==> src/design/wfba_pkg.sv <==
package wfba_pkg;

    // Default sizing of the partition table
    localparam int MAX_BLOCKS_DEF = 16;
    localparam int SIZE_WIDTH_DEF = 16;

    // Fixed field widths of the item ports
    localparam int IDX_FW  = 4;
    localparam int SIZE_FW = 16;
    localparam int CNT_FW  = 5;

    // Item command codes
    localparam logic CMD_LOAD  = 1'b0;
    localparam logic CMD_ALLOC = 1'b1;

    typedef struct packed {
        logic               command;
        logic [IDX_FW-1:0]  block_index;
        logic [SIZE_FW-1:0] size;
    } t_req_item;

    typedef struct packed {
        logic               found;
        logic [IDX_FW-1:0]  chosen_block;
        logic [SIZE_FW-1:0] chosen_size;
        logic [SIZE_FW-1:0] leftover;
    } t_rsp_item;

    // Controller to datapath commands
    typedef struct packed {
        logic load;
        logic start;
        logic issue;
        logic finish;
    } t_ctl_cmd;

    // Datapath to controller status
    typedef struct packed {
        logic scan_done;
        logic out_free;
    } t_ctl_sts;

endpackage

==> src/design/worst_fit_block_allocator.sv <==
// Worst-fit partition allocator. A load item (command 0) writes one
// partition size and frees that partition; it is taken without leaving idle and
// gives no result. A request item (command 1) scans partitions
// 0 .. block_count-1 (capped at MAX_BLOCKS) and claims the free partition
// that leaves the most space, lowest index on a tie, returning found = 0 with
// zeroed fields if nothing fits. A request is accepted, then the scan reads
// one partition per step from the size memory through its single registered
// read port, then the scan is closed and the result register is loaded. The
// result register frees the output side, so a new item is taken while a result
// still waits; a request only holds in its finish step if the previous result
// is still stalled. Partition sizes wider than SIZE_WIDTH saturate.
// block_count may be written only while no request is in flight.
module worst_fit_block_allocator #(
    parameter int MAX_BLOCKS = wfba_pkg::MAX_BLOCKS_DEF,
    parameter int SIZE_WIDTH = wfba_pkg::SIZE_WIDTH_DEF
) (
    input  logic                        i_clk,
    input  logic                        i_rst_n,
    input  logic                        i_valid,
    output logic                        o_stall,
    input  wfba_pkg::t_req_item         i_item,
    output logic                        o_valid,
    input  logic                        i_stall,
    output wfba_pkg::t_rsp_item         o_item,
    input  logic                        i_cfg_we,
    input  logic [wfba_pkg::CNT_FW-1:0] i_cfg_wdata
);
    import wfba_pkg::*;

    t_ctl_cmd ctl_cmd;
    t_ctl_sts ctl_sts;

    wfba_ctrl u_ctrl (
        .i_clk     (i_clk),
        .i_rst_n   (i_rst_n),
        .i_valid   (i_valid),
        .i_command (i_item.command),
        .o_stall   (o_stall),
        .i_sts     (ctl_sts),
        .o_cmd     (ctl_cmd)
    );

    wfba_datapath #(
        .MAX_BLOCKS (MAX_BLOCKS),
        .SIZE_WIDTH (SIZE_WIDTH)
    ) u_datapath (
        .i_clk       (i_clk),
        .i_rst_n     (i_rst_n),
        .i_cmd       (ctl_cmd),
        .o_sts       (ctl_sts),
        .i_item      (i_item),
        .i_cfg_we    (i_cfg_we),
        .i_cfg_wdata (i_cfg_wdata),
        .o_valid     (o_valid),
        .i_stall     (i_stall),
        .o_item      (o_item)
    );

endmodule

==> src/design/wfba_ctrl.sv <==
module wfba_ctrl (
    input  logic              i_clk,
    input  logic              i_rst_n,
    input  logic              i_valid,
    input  logic              i_command,
    output logic              o_stall,
    input  wfba_pkg::t_ctl_sts i_sts,
    output wfba_pkg::t_ctl_cmd o_cmd
);
    import wfba_pkg::*;

    localparam logic [1:0] ST_IDLE = 2'd0;
    localparam logic [1:0] ST_SCAN = 2'd1;
    localparam logic [1:0] ST_FIN  = 2'd2;

    logic [1:0] r_state;
    logic [1:0] n_state;

    // Sequence one item at a time
    always_comb begin
        n_state = r_state;
        o_cmd   = '0;
        o_stall = 1'b1;
        case (r_state)
            ST_IDLE: begin
                o_stall = 1'b0;
                if (i_valid) begin
                    if (i_command == CMD_ALLOC) begin
                        o_cmd.start = 1'b1;
                        n_state     = ST_SCAN;
                    end else begin
                        o_cmd.load = 1'b1;
                    end
                end
            end
            ST_SCAN: begin
                if (i_sts.scan_done) begin
                    n_state = ST_FIN;
                end else begin
                    o_cmd.issue = 1'b1;
                end
            end
            ST_FIN: begin
                if (i_sts.out_free) begin
                    o_cmd.finish = 1'b1;
                    n_state      = ST_IDLE;
                end
            end
            default: begin
                n_state = ST_IDLE;
            end
        endcase
    end

    always_ff @(posedge i_clk) begin
        if (!i_rst_n) begin
            r_state <= ST_IDLE;
        end else begin
            r_state <= n_state;
        end
    end

endmodule

==> src/design/wfba_datapath.sv <==
module wfba_datapath #(
    parameter int MAX_BLOCKS = wfba_pkg::MAX_BLOCKS_DEF,
    parameter int SIZE_WIDTH = wfba_pkg::SIZE_WIDTH_DEF
) (
    input  logic                          i_clk,
    input  logic                          i_rst_n,
    input  wfba_pkg::t_ctl_cmd            i_cmd,
    output wfba_pkg::t_ctl_sts            o_sts,
    input  wfba_pkg::t_req_item           i_item,
    input  logic                          i_cfg_we,
    input  logic [wfba_pkg::CNT_FW-1:0]   i_cfg_wdata,
    output logic                          o_valid,
    input  logic                          i_stall,
    output wfba_pkg::t_rsp_item           o_item
);
    import wfba_pkg::*;

    localparam int IDX_W = $clog2(MAX_BLOCKS);
    localparam int CNT_W = $clog2(MAX_BLOCKS + 1);
    localparam logic [32:0] SIZE_LIM = (33'd1 << SIZE_WIDTH) - 33'd1;

    logic [CNT_FW-1:0]     r_block_count;
    logic [SIZE_WIDTH-1:0] r_mem [MAX_BLOCKS];
    logic [SIZE_WIDTH-1:0] r_rd_data;
    logic [MAX_BLOCKS-1:0] r_taken;
    logic [SIZE_WIDTH-1:0] r_req;
    logic [CNT_W-1:0]      r_j;
    logic [CNT_W-1:0]      r_n;
    logic                  r_cmp_valid;
    logic                  r_cmp_taken;
    logic [IDX_W-1:0]      r_cmp_idx;
    logic                  r_hit;
    logic [IDX_W-1:0]      r_best;
    logic [SIZE_WIDTH-1:0] r_best_size;
    logic [SIZE_WIDTH-1:0] r_best_left;
    logic                  r_out_valid;
    t_rsp_item             r_out;

    logic [SIZE_WIDTH-1:0] sat_size;
    logic [CNT_W-1:0]      n_lim;
    logic [IDX_W-1:0]      scan_addr;
    logic [IDX_W-1:0]      load_addr;
    logic                  load_ok;
    logic                  fits;
    logic [SIZE_WIDTH-1:0] left;
    logic                  better;
    logic                  out_free;

    // Saturate the incoming size and cap the scan length
    always_comb begin
        if (33'(i_item.size) > SIZE_LIM) begin
            sat_size = SIZE_WIDTH'(SIZE_LIM);
        end else begin
            sat_size = SIZE_WIDTH'(i_item.size);
        end
        if (32'(r_block_count) > 32'(MAX_BLOCKS)) begin
            n_lim = CNT_W'(MAX_BLOCKS);
        end else begin
            n_lim = CNT_W'(r_block_count);
        end
    end

    assign scan_addr = r_j[IDX_W-1:0];
    assign load_addr = IDX_W'(i_item.block_index);
    assign load_ok   = 32'(i_item.block_index) < 32'(MAX_BLOCKS);

    // Compare the partition read last cycle against the best so far
    assign fits   = r_cmp_valid && !r_cmp_taken && (r_rd_data >= r_req);
    assign left   = r_rd_data - r_req;
    assign better = fits && (!r_hit || (left > r_best_left));

    assign out_free        = !r_out_valid || !i_stall;
    assign o_sts.scan_done = (r_j == r_n);
    assign o_sts.out_free  = out_free;

    // Hold the block count register
    always_ff @(posedge i_clk) begin
        if (!i_rst_n) begin
            r_block_count <= '0;
        end else if (i_cfg_we) begin
            r_block_count <= i_cfg_wdata;
        end
    end

    // Write sizes on load, read one partition per scan step
    always_ff @(posedge i_clk) begin
        if (i_cmd.load && load_ok) begin
            r_mem[load_addr] <= sat_size;
        end
        if (i_cmd.issue) begin
            r_rd_data <= r_mem[scan_addr];
        end
    end

    // Clear taken flags on load, set the chosen one on finish
    always_ff @(posedge i_clk) begin
        if (!i_rst_n) begin
            r_taken <= '0;
        end else if (i_cmd.load && load_ok) begin
            r_taken[load_addr] <= 1'b0;
        end else if (i_cmd.finish && r_hit) begin
            r_taken[r_best] <= 1'b1;
        end
    end

    // Advance the scan and track the best fit
    always_ff @(posedge i_clk) begin
        if (!i_rst_n) begin
            r_cmp_valid <= 1'b0;
            r_hit       <= 1'b0;
            r_j         <= '0;
            r_n         <= '0;
        end else begin
            r_cmp_valid <= i_cmd.issue;
            if (i_cmd.start) begin
                r_req <= sat_size;
                r_n   <= n_lim;
                r_j   <= '0;
                r_hit <= 1'b0;
            end
            if (i_cmd.issue) begin
                r_j         <= r_j + 1'b1;
                r_cmp_idx   <= scan_addr;
                r_cmp_taken <= r_taken[scan_addr];
            end
            if (better) begin
                r_hit       <= 1'b1;
                r_best      <= r_cmp_idx;
                r_best_size <= r_rd_data;
                r_best_left <= left;
            end
        end
    end

    // Load the result register and drop it once taken
    always_ff @(posedge i_clk) begin
        if (!i_rst_n) begin
            r_out_valid <= 1'b0;
        end else if (i_cmd.finish) begin
            r_out_valid <= 1'b1;
        end else if (!i_stall) begin
            r_out_valid <= 1'b0;
        end
    end

    always_ff @(posedge i_clk) begin
        if (i_cmd.finish) begin
            r_out.found <= r_hit;
            if (r_hit) begin
                r_out.chosen_block <= IDX_FW'(r_best);
                r_out.chosen_size  <= SIZE_FW'(r_best_size);
                r_out.leftover     <= SIZE_FW'(r_best_left);
            end else begin
                r_out.chosen_block <= '0;
                r_out.chosen_size  <= '0;
                r_out.leftover     <= '0;
            end
        end
    end

    assign o_valid = r_out_valid;
    assign o_item  = r_out;

endmodule
==> config.mk <==
export PLATFORM = sky130hd
export DESIGN_NAME = worst_fit_block_allocator
export DESIGN_NICKNAME = d
export VERILOG_FILES = /design/src/design/wfba_pkg.sv /design/src/design/worst_fit_block_allocator.sv /design/src/design/wfba_ctrl.sv /design/src/design/wfba_datapath.sv
export SDC_FILE = /design/constraint.sdc
export NUM_CORES = 1
export LEC_CHECK = 0
export ABC_CLOCK_PERIOD_IN_PS = 7100
export BUFFER_PORTS_ARGS = -buffer_cell sky130_fd_sc_hd__buf_4
export CAP_MARGIN = 20
export CORE_AREA = 4 4 227 229
export DETAILED_ROUTE_END_ITERATION = 7
export DIE_AREA = 0 0 231 233
export PLACE_DENSITY = 0.46
export SYNTH_ARGS = -nofsm -noshare
export SYNTH_HDL_FRONTEND = slang
export SYNTH_SLANG_ARGS = --single-unit
export TNS_END_PERCENT = 100
==> constraint.sdc <==
create_clock -name i_clk -period 7.1 [get_ports i_clk]
set_input_delay 1.065 -clock i_clk [delete_from_list [all_inputs] [get_ports i_clk]]
set_output_delay 1.065 -clock i_clk [all_outputs]
set_load 0.01 [all_outputs]
# [Yosys cells after proc, flatten, opt, wreduce, memory -nomap -nowiden]
# Memory sizes are Yosys's and may differ from the RTL's. A register that Yosys moved wholly into a read port is not among the register bits.
# Cells that the tools add are included.
[word_totals] regBits=130 latchBits=0 mem_bits_rw=256 mem_bits_ro=0 in_bits=31 n_memories=1
[mem_list] name="u_datapath.r_mem" words=16 width=16 read_ports=1 rd_clocked_by_memory_dff=1 wr=1 line="wfba_datapath.sv:23" rtl="logic [SIZE_WIDTH-1:0] r_mem [MAX_BLOCKS];"
[classes] add_sub_neg=2 n_mul=0 n_div=0 n_lt_le_gt_ge=8 n_eq_ne=8 n_shift=0 n_mux=31 bitwise_logic=3 n_reduce_logical=20
[op_table] operator="$mux 16" n=2
[op_table] operator="$and 16x16->16" n=1
[op_table] operator="$ge 16x16->1" n=1
[op_table] operator="$gt 16x16->1" n=1
[op_table] operator="$mux 1" n=16
[op_table] operator="$not 16->16" n=1
[op_table] operator="$or 16x16->16" n=1
[op_table] operator="$sub 16x16->16" n=1
[op_table] operator="$lt 4x5->1 const B" n=3
[op_table] operator="$mux 5" n=3
[op_table] operator="$mux 2" n=6
[op_table] operator="$demux 1 s4" n=2
[op_table] operator="$ge 4x1->1 const B" n=2
[op_table] operator="$logic_and 1x1->1" n=6
[op_table] operator="$ne 2x2->1 const B" n=3
[op_table] operator="$pmux 2 s3" n=1
[op_table] operator="$reduce_and 2->1" n=3
[op_table] operator="$reduce_bool 2->1" n=3
[op_table] operator="$add 5x1->5 const B" n=1
[op_table] operator="$eq 5x5->1" n=1
[op_table] operator="$gt 5x5->1 const B" n=1
[op_table] operator="$bmux 1 s4" n=1
[op_table] operator="$logic_not 1->1" n=4
[op_table] operator="$ne 2x1->1 const B" n=2
[op_table] operator="5 further kinds" n=6

# [Logic depth before layout (Yosys ltp)]
# Gate-level depths: netlist (run 1).
[logic_depth] word_depth=7 depth_mapped=15

# [Modules after synthesis]
# Synthesis (run 1) repeated with hierarchy kept, for this count alone.
[unflattened] cells_unflattened=911 hier_area_um2=16281.9
[by_module_without_submodules] module="wfba_datapath" instances=1 cells_per_inst=897 area_each_um2=16153.0
[by_module_without_submodules] module="wfba_ctrl" instances=1 cells_per_inst=14 area_each_um2=128.9

# [Least setup slack after synthesis (run 1)]
# Ideal clock, no wire load.
[synth_path] path_type="register -> register" from="reg u_datapath.r_rd_data[0], read port of u_datapath.r_mem" to="reg u_datapath.r_best[0], enable pin" arrival_ps=5365 required_time_ps=6626 setup_slack_ps=1260 stages_incl_launch_ff=16 cell_sequence="edfxtp_1 -> inv_1 -> ha_1 -> inv_1 -> fa_1 -> a21o_1 -> a211oi_4 -> o221ai_2 -> a21oi_1 -> xnor2_1 -> ha_1 -> and3_1 -> nand4_1 -> nor3_1 -> a211oi_1 -> nor3_1"
[synth_via] elab_chain_len=5 word_cells_on_any_way=7 cone_classes="add/sub: 1; order compare: 2; reduce/logical: 4"
[synth_lines] item="start: declaration" line="wfba_datapath.sv:24" rtl="logic [SIZE_WIDTH-1:0] r_rd_data;"
[synth_lines] item="$sub 16x16->16" line="wfba_datapath.sv:69" rtl="assign left = r_rd_data - r_req;"
[synth_lines] item="net u_datapath.left[12]" line="wfba_datapath.sv:45" rtl="logic [SIZE_WIDTH-1:0] left;"
[synth_lines] item="$gt 16x16->1" line="wfba_datapath.sv:70" rtl="assign better = fits && (!r_hit || (left > r_best_left));"
[synth_lines] item="$logic_or 1x1->1" line="wfba_datapath.sv:70"
[synth_lines] item="$logic_and 1x1->1" line="wfba_datapath.sv:70"
[synth_lines] item="$reduce_and 2->1 (no line)"
[synth_lines] item="end signal: assignment" line="wfba_datapath.sv:128" rtl="r_best <= r_cmp_idx;"
[synth_lines] item="end: declaration" line="wfba_datapath.sv:33" rtl="logic [IDX_W-1:0] r_best;"
# The timed path passes the listed nets, and every way through them passes these cells.
# A chain may end at the register's enable or synchronous reset.

# [Worst setup path after layout (run 1)]
[layout_path] from="reg u_datapath.r_rd_data[0], read port of u_datapath.r_mem" to="reg u_datapath.r_best_size[11], enable pin"
[layout_via] elab_chain_len=5 word_cells_on_any_way=7 cone_classes="add/sub: 1; order compare: 2; reduce/logical: 4"
[layout_lines] item="$sub 16x16->16" line="wfba_datapath.sv:69"
[layout_lines] item="net u_datapath.left[12]" line="wfba_datapath.sv:45"
[layout_lines] item="$gt 16x16->1" line="wfba_datapath.sv:70"
[layout_lines] item="$logic_or 1x1->1" line="wfba_datapath.sv:70"
[layout_lines] item="$logic_and 1x1->1" line="wfba_datapath.sv:70"
[layout_lines] item="$reduce_and 2->1 (no line)"
[layout_lines] item="end signal: assignment" line="wfba_datapath.sv:129" rtl="r_best_size <= r_rd_data;"
[layout_lines] item="end: declaration" line="wfba_datapath.sv:34" rtl="logic [SIZE_WIDTH-1:0] r_best_size;"
# The timed path passes the listed nets, and every way through them passes these cells.

==> results of run 1 <==
per-stage QoR:
stage          power, W  util (%)  instances  hold WS, ns  area (µm²)
2_1_floorplan  0.002734         -        894       0.4003       16220
3_3_place_gp   0.002808     35.55       1627       0.4014       17650
3_5_place_dp   0.002810     35.55       1627       0.4081       17650
4_1_cts        0.004980     38.29       1711       0.4211       19010
5_1_grt        0.005094     38.31       1712       0.4279       19020
6_report       0.004897     38.31       1712       0.4166       19020
power by group through the flow:
stage,registers (W),clock network (W),logic [W]
2_1_floorplan,0.00266,0,0.0000781
3_3_place_gp,0.00266,0,0.000151
3_5_place_dp,0.00266,0,0.000153
4_1_cts,0.00261,0.00222,0.000154
5_1_grt,0.00261,0.00232,0.000166
6_report,0.00261,0.00214,0.000149
cell type report:
class	instances	share of cell area (%)
Clock buffer	62	6.347
Clock inverter	22	0.8024
Inverter	41	0.8090
Multi-Input combinational cell	418	22.25
Sequential cell	402	61.60
Tap cell	672	4.420
Timing Repair Buffer	95	3.769
layer usage:
metal,global-route usage [%],wire length (µm),vias to the layer above
met1,17.62,15660,4104
met3,2.412,1277,59
met5,0,13,-
met2,22.65,17770,133
li1,-,-,3741
met4,4.266,763,2
critical path, delay by kind of cell (launching register included):
| family | cells | cell delay, ns |
|---|---|---|
| AOI/OAI and AO/OA | 5 | 1.11 |
| DFF | 1 | 0.39 |
| buffers and inverters | 4 | 0.66 |
| adders and majority gates | 3 | 0.90 |
| xor gates and xnor gates | 1 | 0.11 |
| and+or+nand+nor | 4 | 0.72 |
cells by family after synthesis:
| family | count (synthesis) |
|---|---|
| AO/OA/AOI/OAI | 99 |
| XOR/XNOR | 17 |
| adder cells (fa/ha/maj) | 34 |
| buffers and inverters | 74 |
| flip-flops | 402 |
| multiplexers | 92 |
| AND/OR/NAND/NOR | 176 |
Yosys cell counts, drive strengths merged (3+ instances only):
master,n
a211o,3
a211oi,5
a21o,7
a21oi,42
and2,39
and3,6
buf,14
clkbuf,19
dfxtp,36
edfxtp,366
ha,33
inv,40
mux2i,5
mux4,85
nand2,27
nand2b,12
nand3,14
nand3b,8
nand4,5
nor2,43
nor3,8
nor3b,4
o211ai,3
o21a,6
o21ai,18
xnor2,9
xor2,8
final timing paths:
path,endpoint,slack [ns],cells after the start
max reg2reg,u_datapath.r_best_size[11]$_DFFE_PP_,2.87,17
min,u_datapath.r_best[0]$_DFFE_PP_,0.42,0
max,u_datapath.r_best_size[11]$_DFFE_PP_,2.87,17
min reg2reg,u_datapath.r_best[0]$_DFFE_PP_,0.42,0
sequential cells by signal, summed over array words and instances (netlist names), 2 cells and up:
register                  flops
u_datapath.r_mem            256
u_datapath.o_item            37
u_datapath.r_best_left       16
u_datapath.r_best_size       16
u_datapath.r_rd_data         16
u_datapath.r_req             16
u_datapath.r_taken           16
u_datapath.r_block_count      5
u_datapath.r_j                5
u_datapath.r_n                5
u_datapath.r_best             4
u_datapath.r_cmp_idx          4
u_ctrl.r_state                2
==> run_results.csv, run 1 <==
group,metric,value,unit
power,p_leak,6.279,nW
logic_synthesis,yosysSeqAreaShare,72.22,%
floorplanning,fp.dieH,233,µm
final_layout,drive_above_1_share,25.77,%
cts,path_clk_slew,0.06,ns
logic_synthesis,async_flop_share,0,%
timing,final.setup_skew,0.02062,ns
run,drv_cap,0,
cts,cts.sinks,402,
timing,fin_ws,2.866,ns
power,intPower,0.003883,W
timing,worstMarginPinSlew,0.9300,ns
cts,cts_made_buffers,45,
logic_synthesis,yosys.area.top_type,"edfxtp_1",
cts,htreeDepth,2,
min_path,hold_path_class,"register to register",
final_layout,diodes,0,
logic_synthesis,yosysUniqueCellTypes,57,
cts,holdBufCountCts,0,
timing,fin_crit_sh,59.64,%
logic_synthesis,syn_inst,894,
grt,grt-ovfl-total,0,
floorplanning,num_rows,82,
power,power_frac_seq,53.2,%
grt,grt_pass1_vias,8443,
power,power-per-cell-area,257.4,mW/mm²
power,switching_power,0.001014,W
cts,cts-root-buf,"clkbuf_16",
logic_synthesis,ys_ff_latch,402,
drt,viasPerCell,4.696,
timing,relSlewSlack,38.00,%
setup_path,start_kind,"register",
final_layout,seq_area,0.01172,mm²
logic_synthesis,synthMuxAreaShare,12.25,%
power,p_sw_share,20.71,%
setup_path,endpoint_kind,"register",
final_layout,nets,1068,
power,peakVddDrop,0.1407,mV
setup_path,required,7.34,ns
setup_path,crit_type,"register to register",
power,power.share.combinational,3.1,%
drt,routed_wirelength,35490,µm
grt,grt_pass1_wl,54090,µm
drt,wl_per_cell,20.73,µm
logic_synthesis,syn-num-nets,959,
logic_synthesis,synthSimpleGateAreaFrac,5.833,%
setup_path,startpoint,"u_datapath.r_rd_data[0]$_DFFE_PP_",
cts,clock_path_buffers,3,
power,p_clk_share,43.7,%
logic_synthesis,synth_edf_count,366,
setup_path,arrival,4.47,ns
logic_synthesis,synth_top_family_by_area,"multiplexers",
final_layout,multi_input_area,0.004233,mm²
final_layout,nFillCells,4620,
setup_path,slowest_stage,"fa_1",
grt,antenna_found_initial,1,
setup_path,crit_chain,"inv_1, ha_1, inv_1, fa_1, a21o_1, a211oi_4, o221ai_2, a21oi_1, xnor2_1, ha_1, and3_1, nand4_1, nor3_1, a211oi_1, nor3_2, buf_6, buf_4",
timing,slew_violations,0,
place,numPortBuffers,69,
drt,vias,8039,
setup_path,r2r-start,"u_datapath.r_rd_data[0]$_DFFE_PP_",
min_path,hp-start,"u_datapath.r_cmp_idx[0]$_DFFE_PP_",
setup_path,crit_fanout,22,
floorplanning,dieArea,0.05382,mm²
grt,grtUsageTotal,13.40,%
drt,dr.pass1.iters,5,
final_layout,areaGrowthSynthToFinish,17.31,%
logic_synthesis,synth_xor_area_share,0.9181,%
place,dp_hpwl,21740,µm
floorplanning,die_w,231,µm
final_layout,final_cell_mix,"edfxtp_1, buf_4, mux4_2, clkbuf_16",
cts,cts_tree,"done",
timing,fmax,236.2,MHz
status,outcome,"finished clean",
logic_synthesis,synth-main-ff-cell,"edfxtp_1",
logic_synthesis,yosys-top-cells-area,"edfxtp_1, mux4_2, dfxtp_1",
drt,drt_drc_violations_left,0,
timing,setup_tns,0,ns
logic_synthesis,synth_top_area_share,67.77,%
cts,cts_setup_buffers,0,
drt,drt_iter0_drc,493,
timing,finalHoldViolations,0,
timing,min_period,4.234,ns
logic_synthesis,syn_area,0.01622,mm²
logic_synthesis,syn_avg_cell_area,18.14,µm²
logic_synthesis,synth_adder_area_share,2.670,%
setup_path,critical-path-max-stage-delay,0.45,ns
logic_synthesis,yosysWarnings,0,
logic_synthesis,synth_compound_area_share,3.973,%
floorplanning,io_pins,70,
timing,rsz0062_at_grt,"no",
place,pre_cts_slack,2.237,ns
grt,grt_max_degree,50,
place,gp_congestion,0.7333,
floorplanning,core,0.04966,mm²
drt,ant_nets,0,
final_layout,layout_commonest_cell,"edfxtp_1",
cts,ctsResizeCount,0,
floorplanning,start_util,32.66,%
timing,setup_violations,0,
cts,insertion_delay,0.58,ns
No activity file was read; power rests on OpenSTA's default activity.
==> run 2: changes to the inputs <==
ABC_AREA = 1   (was unset)
ABC_CLOCK_PERIOD_IN_PS = 3530   (was 7100)
CORE_AREA = 4 4 229 231   (was 4 4 227 229)
DIE_AREA = 0 0 233 235   (was 0 0 231 233)
PLACE_DENSITY = 0.47   (was 0.46)
clock period = 3.53 ns   (was 7.1 ns; I/O delays follow)
==> run_results.csv, run 2 <==
group,metric,value,unit
final_layout,design_area,0.01951,mm²
grt,grtUsageMet2,24.34,%
floorplanning,num_rows,82,
floorplanning,core,0.05007,mm²
floorplanning,die_w,233,µm
final_layout,finalNonFillerCells,2138,
power,p_sw_share,22.28,%
setup_path,r2r-start,"u_datapath.r_req[1]$_DFFE_PP_",
floorplanning,io_pins,70,
floorplanning,dieArea,0.05476,mm²
final_layout,drive_above_1_share,16.04,%
drt,ant_nets,0,
logic_synthesis,yosysWarnings,0,
final_layout,seq_area,0.01172,mm²
logic_synthesis,yosysUniqueCellTypes,34,
timing,fin_ws,0.1767,ns
drt,vias,10470,
drt,viasPerCell,4.897,
cts,cts.sinks,402,
cts,htreeDepth,2,
final_layout,areaGrowthSynthToFinish,18.53,%
cts,cts_tree,"done",
drt,wl_per_cell,19.90,µm
timing,rsz0062_at_grt,"yes",
floorplanning,fp.dieH,235,µm
power,intPower,0.007910,W
cts,insertion_delay,0.59,ns
drt,drt_drc_violations_left,0,
setup_path,r2r_slack,0.18,ns
logic_synthesis,yosys.area.top_type,"edfxtp_1",
power,switching_power,0.002268,W
logic_synthesis,syn_inst,1330,
power,peakVddDrop,0.3404,mV
logic_synthesis,synth-main-ff-cell,"edfxtp_1",
setup_path,r2r_cells,24,
final_layout,nFillCells,4879,
grt,grt_pass1_vias,10230,
logic_synthesis,synth_top_area_share,66.78,%
grt,grtUsageTotal,15.18,%
place,dp_hpwl,24070,µm
timing,finalHoldViolations,0,
power,power.share.combinational,4.9,%
run,drv_cap,0,
drt,routed_wirelength,42540,µm
setup_path,endpoint_kind,"register",
setup_path,start_kind,"register",
place,placed_cells,2043,
final_layout,layout_commonest_cell,"edfxtp_1",
timing,fmax,298.2,MHz
timing,relSlewSlack,30.73,%
grt,grt_pass1_wl,63470,µm
drt,dr.pass1.iters,5,
min_path,worstHoldPathCells,3,
logic_synthesis,syn-num-nets,1395,
logic_synthesis,synth_top_cells_by_count,"edfxtp_1, nor2_1, o21ai_0",
final_layout,final_cell_mix,"edfxtp_1, nor2_1, o21ai_0, nand2_1, buf_4",
cts,cts_made_buffers,46,
final_layout,multi_input_area,0.004164,mm²
timing,fin_crit_sh,94.99,%
timing,slew_violations,0,
logic_synthesis,async_flop_share,0,%
setup_path,arrival,3.69,ns
cts,holdBufCountCts,0,
cts,path_clk_slew,0.06,ns
cts,clock_path_buffers,3,
logic_synthesis,post-synth-top-count-cell,"edfxtp_1",
timing,worstMarginPinSlew,1.038,ns
timing,final.setup_skew,0.02267,ns
logic_synthesis,ys_ff_latch,402,
logic_synthesis,syn_area,0.01646,mm²
grt,use_met1,20.49,%
final_layout,nets,1495,
status,outcome,"finished clean",
logic_synthesis,synth_edf_count,366,
final_layout,utilization,38.96,%
setup_path,crit_fanout,7,
setup_path,required,3.87,ns
setup_path,slowest_stage,"edfxtp_1",
logic_synthesis,yosys-top-cells-area,"edfxtp_1, o21ai_0, nor2_1",
grt,antenna_found_initial,2,
power,power-per-cell-area,521.7,mW/mm²
power,p_leak,7.166,nW
setup_path,r2r-end,"u_datapath.r_best_left[4]$_DFFE_PP_",
grt,grt-ovfl-total,0,
min_path,hold_path_class,"input port to register",
setup_path,crit_chain,"inv_1, ha_1, nand3_1, nand2_1, a21oi_1, buf_4, inv_1, nand2_1, nand2_1, nand2_1, nand2_1, nand2_1, nand2_2, ha_4, nand2_1, inv_1, nand3_1, nor2_2, nand3_1, nand2_1, nand2_1, nand3_2, clkinvlp_4, clkbuf_16",
grt,grt_max_degree,142,
logic_synthesis,yosysSeqAreaShare,71.16,%
grt,top_usage_layer,"met2",
timing,setup_violations,0,
min_path,hp-start,"i_cfg_wdata[0]",
setup_path,crit_top_cell,"nand2_1",
place,pre_cts_slack,0.08158,ns
power,p_total,0.01018,W
power,p_clk_share,43.4,%
logic_synthesis,syn_avg_cell_area,12.37,µm²
setup_path,critical-path-max-stage-delay,0.37,ns
power,power_frac_seq,51.7,%
place,placed_cell_area,0.01786,mm²
drt,drt_iter0_drc,804,
setup_path,crit_type,"register to register",
min_path,min_to,"u_datapath.r_block_count[0]$_SDFFE_PN0P_",
place,numPortBuffers,69,
final_layout,largest_reg_flops,256,
timing,min_period,3.353,ns
place,gp_congestion,0.8092,
final_layout,max_flop_register,"u_datapath.r_mem",
cts,cts-root-buf,"clkbuf_16",
floorplanning,start_util,32.87,%
grt,grt_util_met3,3.767,%
## run 2: cell types whose count changed in the layout (fill, tap and decap cells not counted), sizes merged, moves of 39 or more
cell and change:
nand2 +116, o21ai +154, mux4 -85, and2 -39, nor2 +152, inv +70, o221ai +44
## run 2: final cells by class
type	instances	area share, %
clock inverter	17	0.6479
inverter	113	2.213
clock buffer	66	6.498
tap	672	4.310
antenna	1	0.01283
multi-input combinational	752	21.35
sequential	402	60.07
timing repair buffer	115	4.901
## run 2: cells by family (layout without fill, tap and decap cells)
| group | after synthesis | count (layout) | synth area share, % |
|---|---|---|---|
| XOR/XNOR | 17 | 17 | 0.9048 |
| adder cells (fa/ha/maj) | 34 | 34 | 2.631 |
| AND/OR/NAND/NOR | 387 | 387 | 9.519 |
| AO/OA/AOI/OAI | 314 | 314 | 11.21 |
| flip-flops | 402 | 402 | 71.16 |
| buffers and inverters | 176 | 311 | 4.577 |
| other | 0 | 1 | 0 |
## run 2: power by group through the flow
stage	clock (W)	combinational [W]	sequential (W)
final	0.00441	0.000501	0.00526
after global routing	0.00476	0.000561	0.00527
after CTS	0.00455	0.000483	0.00526
after detailed placement	0	0.000482	0.00536
after global placement	0	0.000477	0.00536
after floorplan	0	0.000280	0.00536
## run 2: metrics by stage
stage               hold slack, ns  setup TNS (ns)
global route                0.1677          -1.254
CTS                         0.1394               0
detailed placement          0.4107               0
floorplan                   0.4003               0
global placement            0.4042               0
finish                      0.1683               0
## run 2: worst max-delay path by stage
stage	from	endpoint
5_1_grt	u_datapath.r_req[1]$_DFFE_PP_	u_datapath.r_best_size[5]$_DFFE_PP_
4_1_cts	u_datapath.r_rd_data[0]$_DFFE_PP_	u_datapath.r_best_size[11]$_DFFE_PP_
6_report	u_datapath.r_req[1]$_DFFE_PP_	u_datapath.r_best_left[4]$_DFFE_PP_
3_3_place_gp	u_datapath.r_rd_data[0]$_DFFE_PP_	u_datapath.r_best_size[8]$_DFFE_PP_
3_5_place_dp	u_datapath.r_rd_data[0]$_DFFE_PP_	u_datapath.r_best_size[9]$_DFFE_PP_
2_1_floorplan	u_datapath.r_rd_data[0]$_DFFE_PP_	u_datapath.r_best[0]$_DFFE_PP_
## run 2: timing repair
action / in CTS / in global routing
gates resized for setup: 0 / 34
setup buffers: 0 / 8
endpoints found under the setup margin: 0 / 36
## run 2: critical path, delay by kind of cell (launching register included)
| kind | cells | cell delay (ns) |
|---|---|---|
| AOI/OAI and AO/OA | 1 | 0.14 |
| adders and majority gates | 2 | 0.55 |
| buffers and inverters | 6 | 0.84 |
| DFF | 1 | 0.37 |
| and+or+nand+nor | 15 | 1.21 |
## run 2: routing by layer
layer / share of wire [%] / up-vias / wire length (µm)
met1: 45 / 5168 / 19030
met2: 47 / 239 / 20030
met5: 0.021 / - / 9
li1: - / 4984 / -
met4: 2.4 / 2 / 1038
met3: 5.7 / 76 / 2434
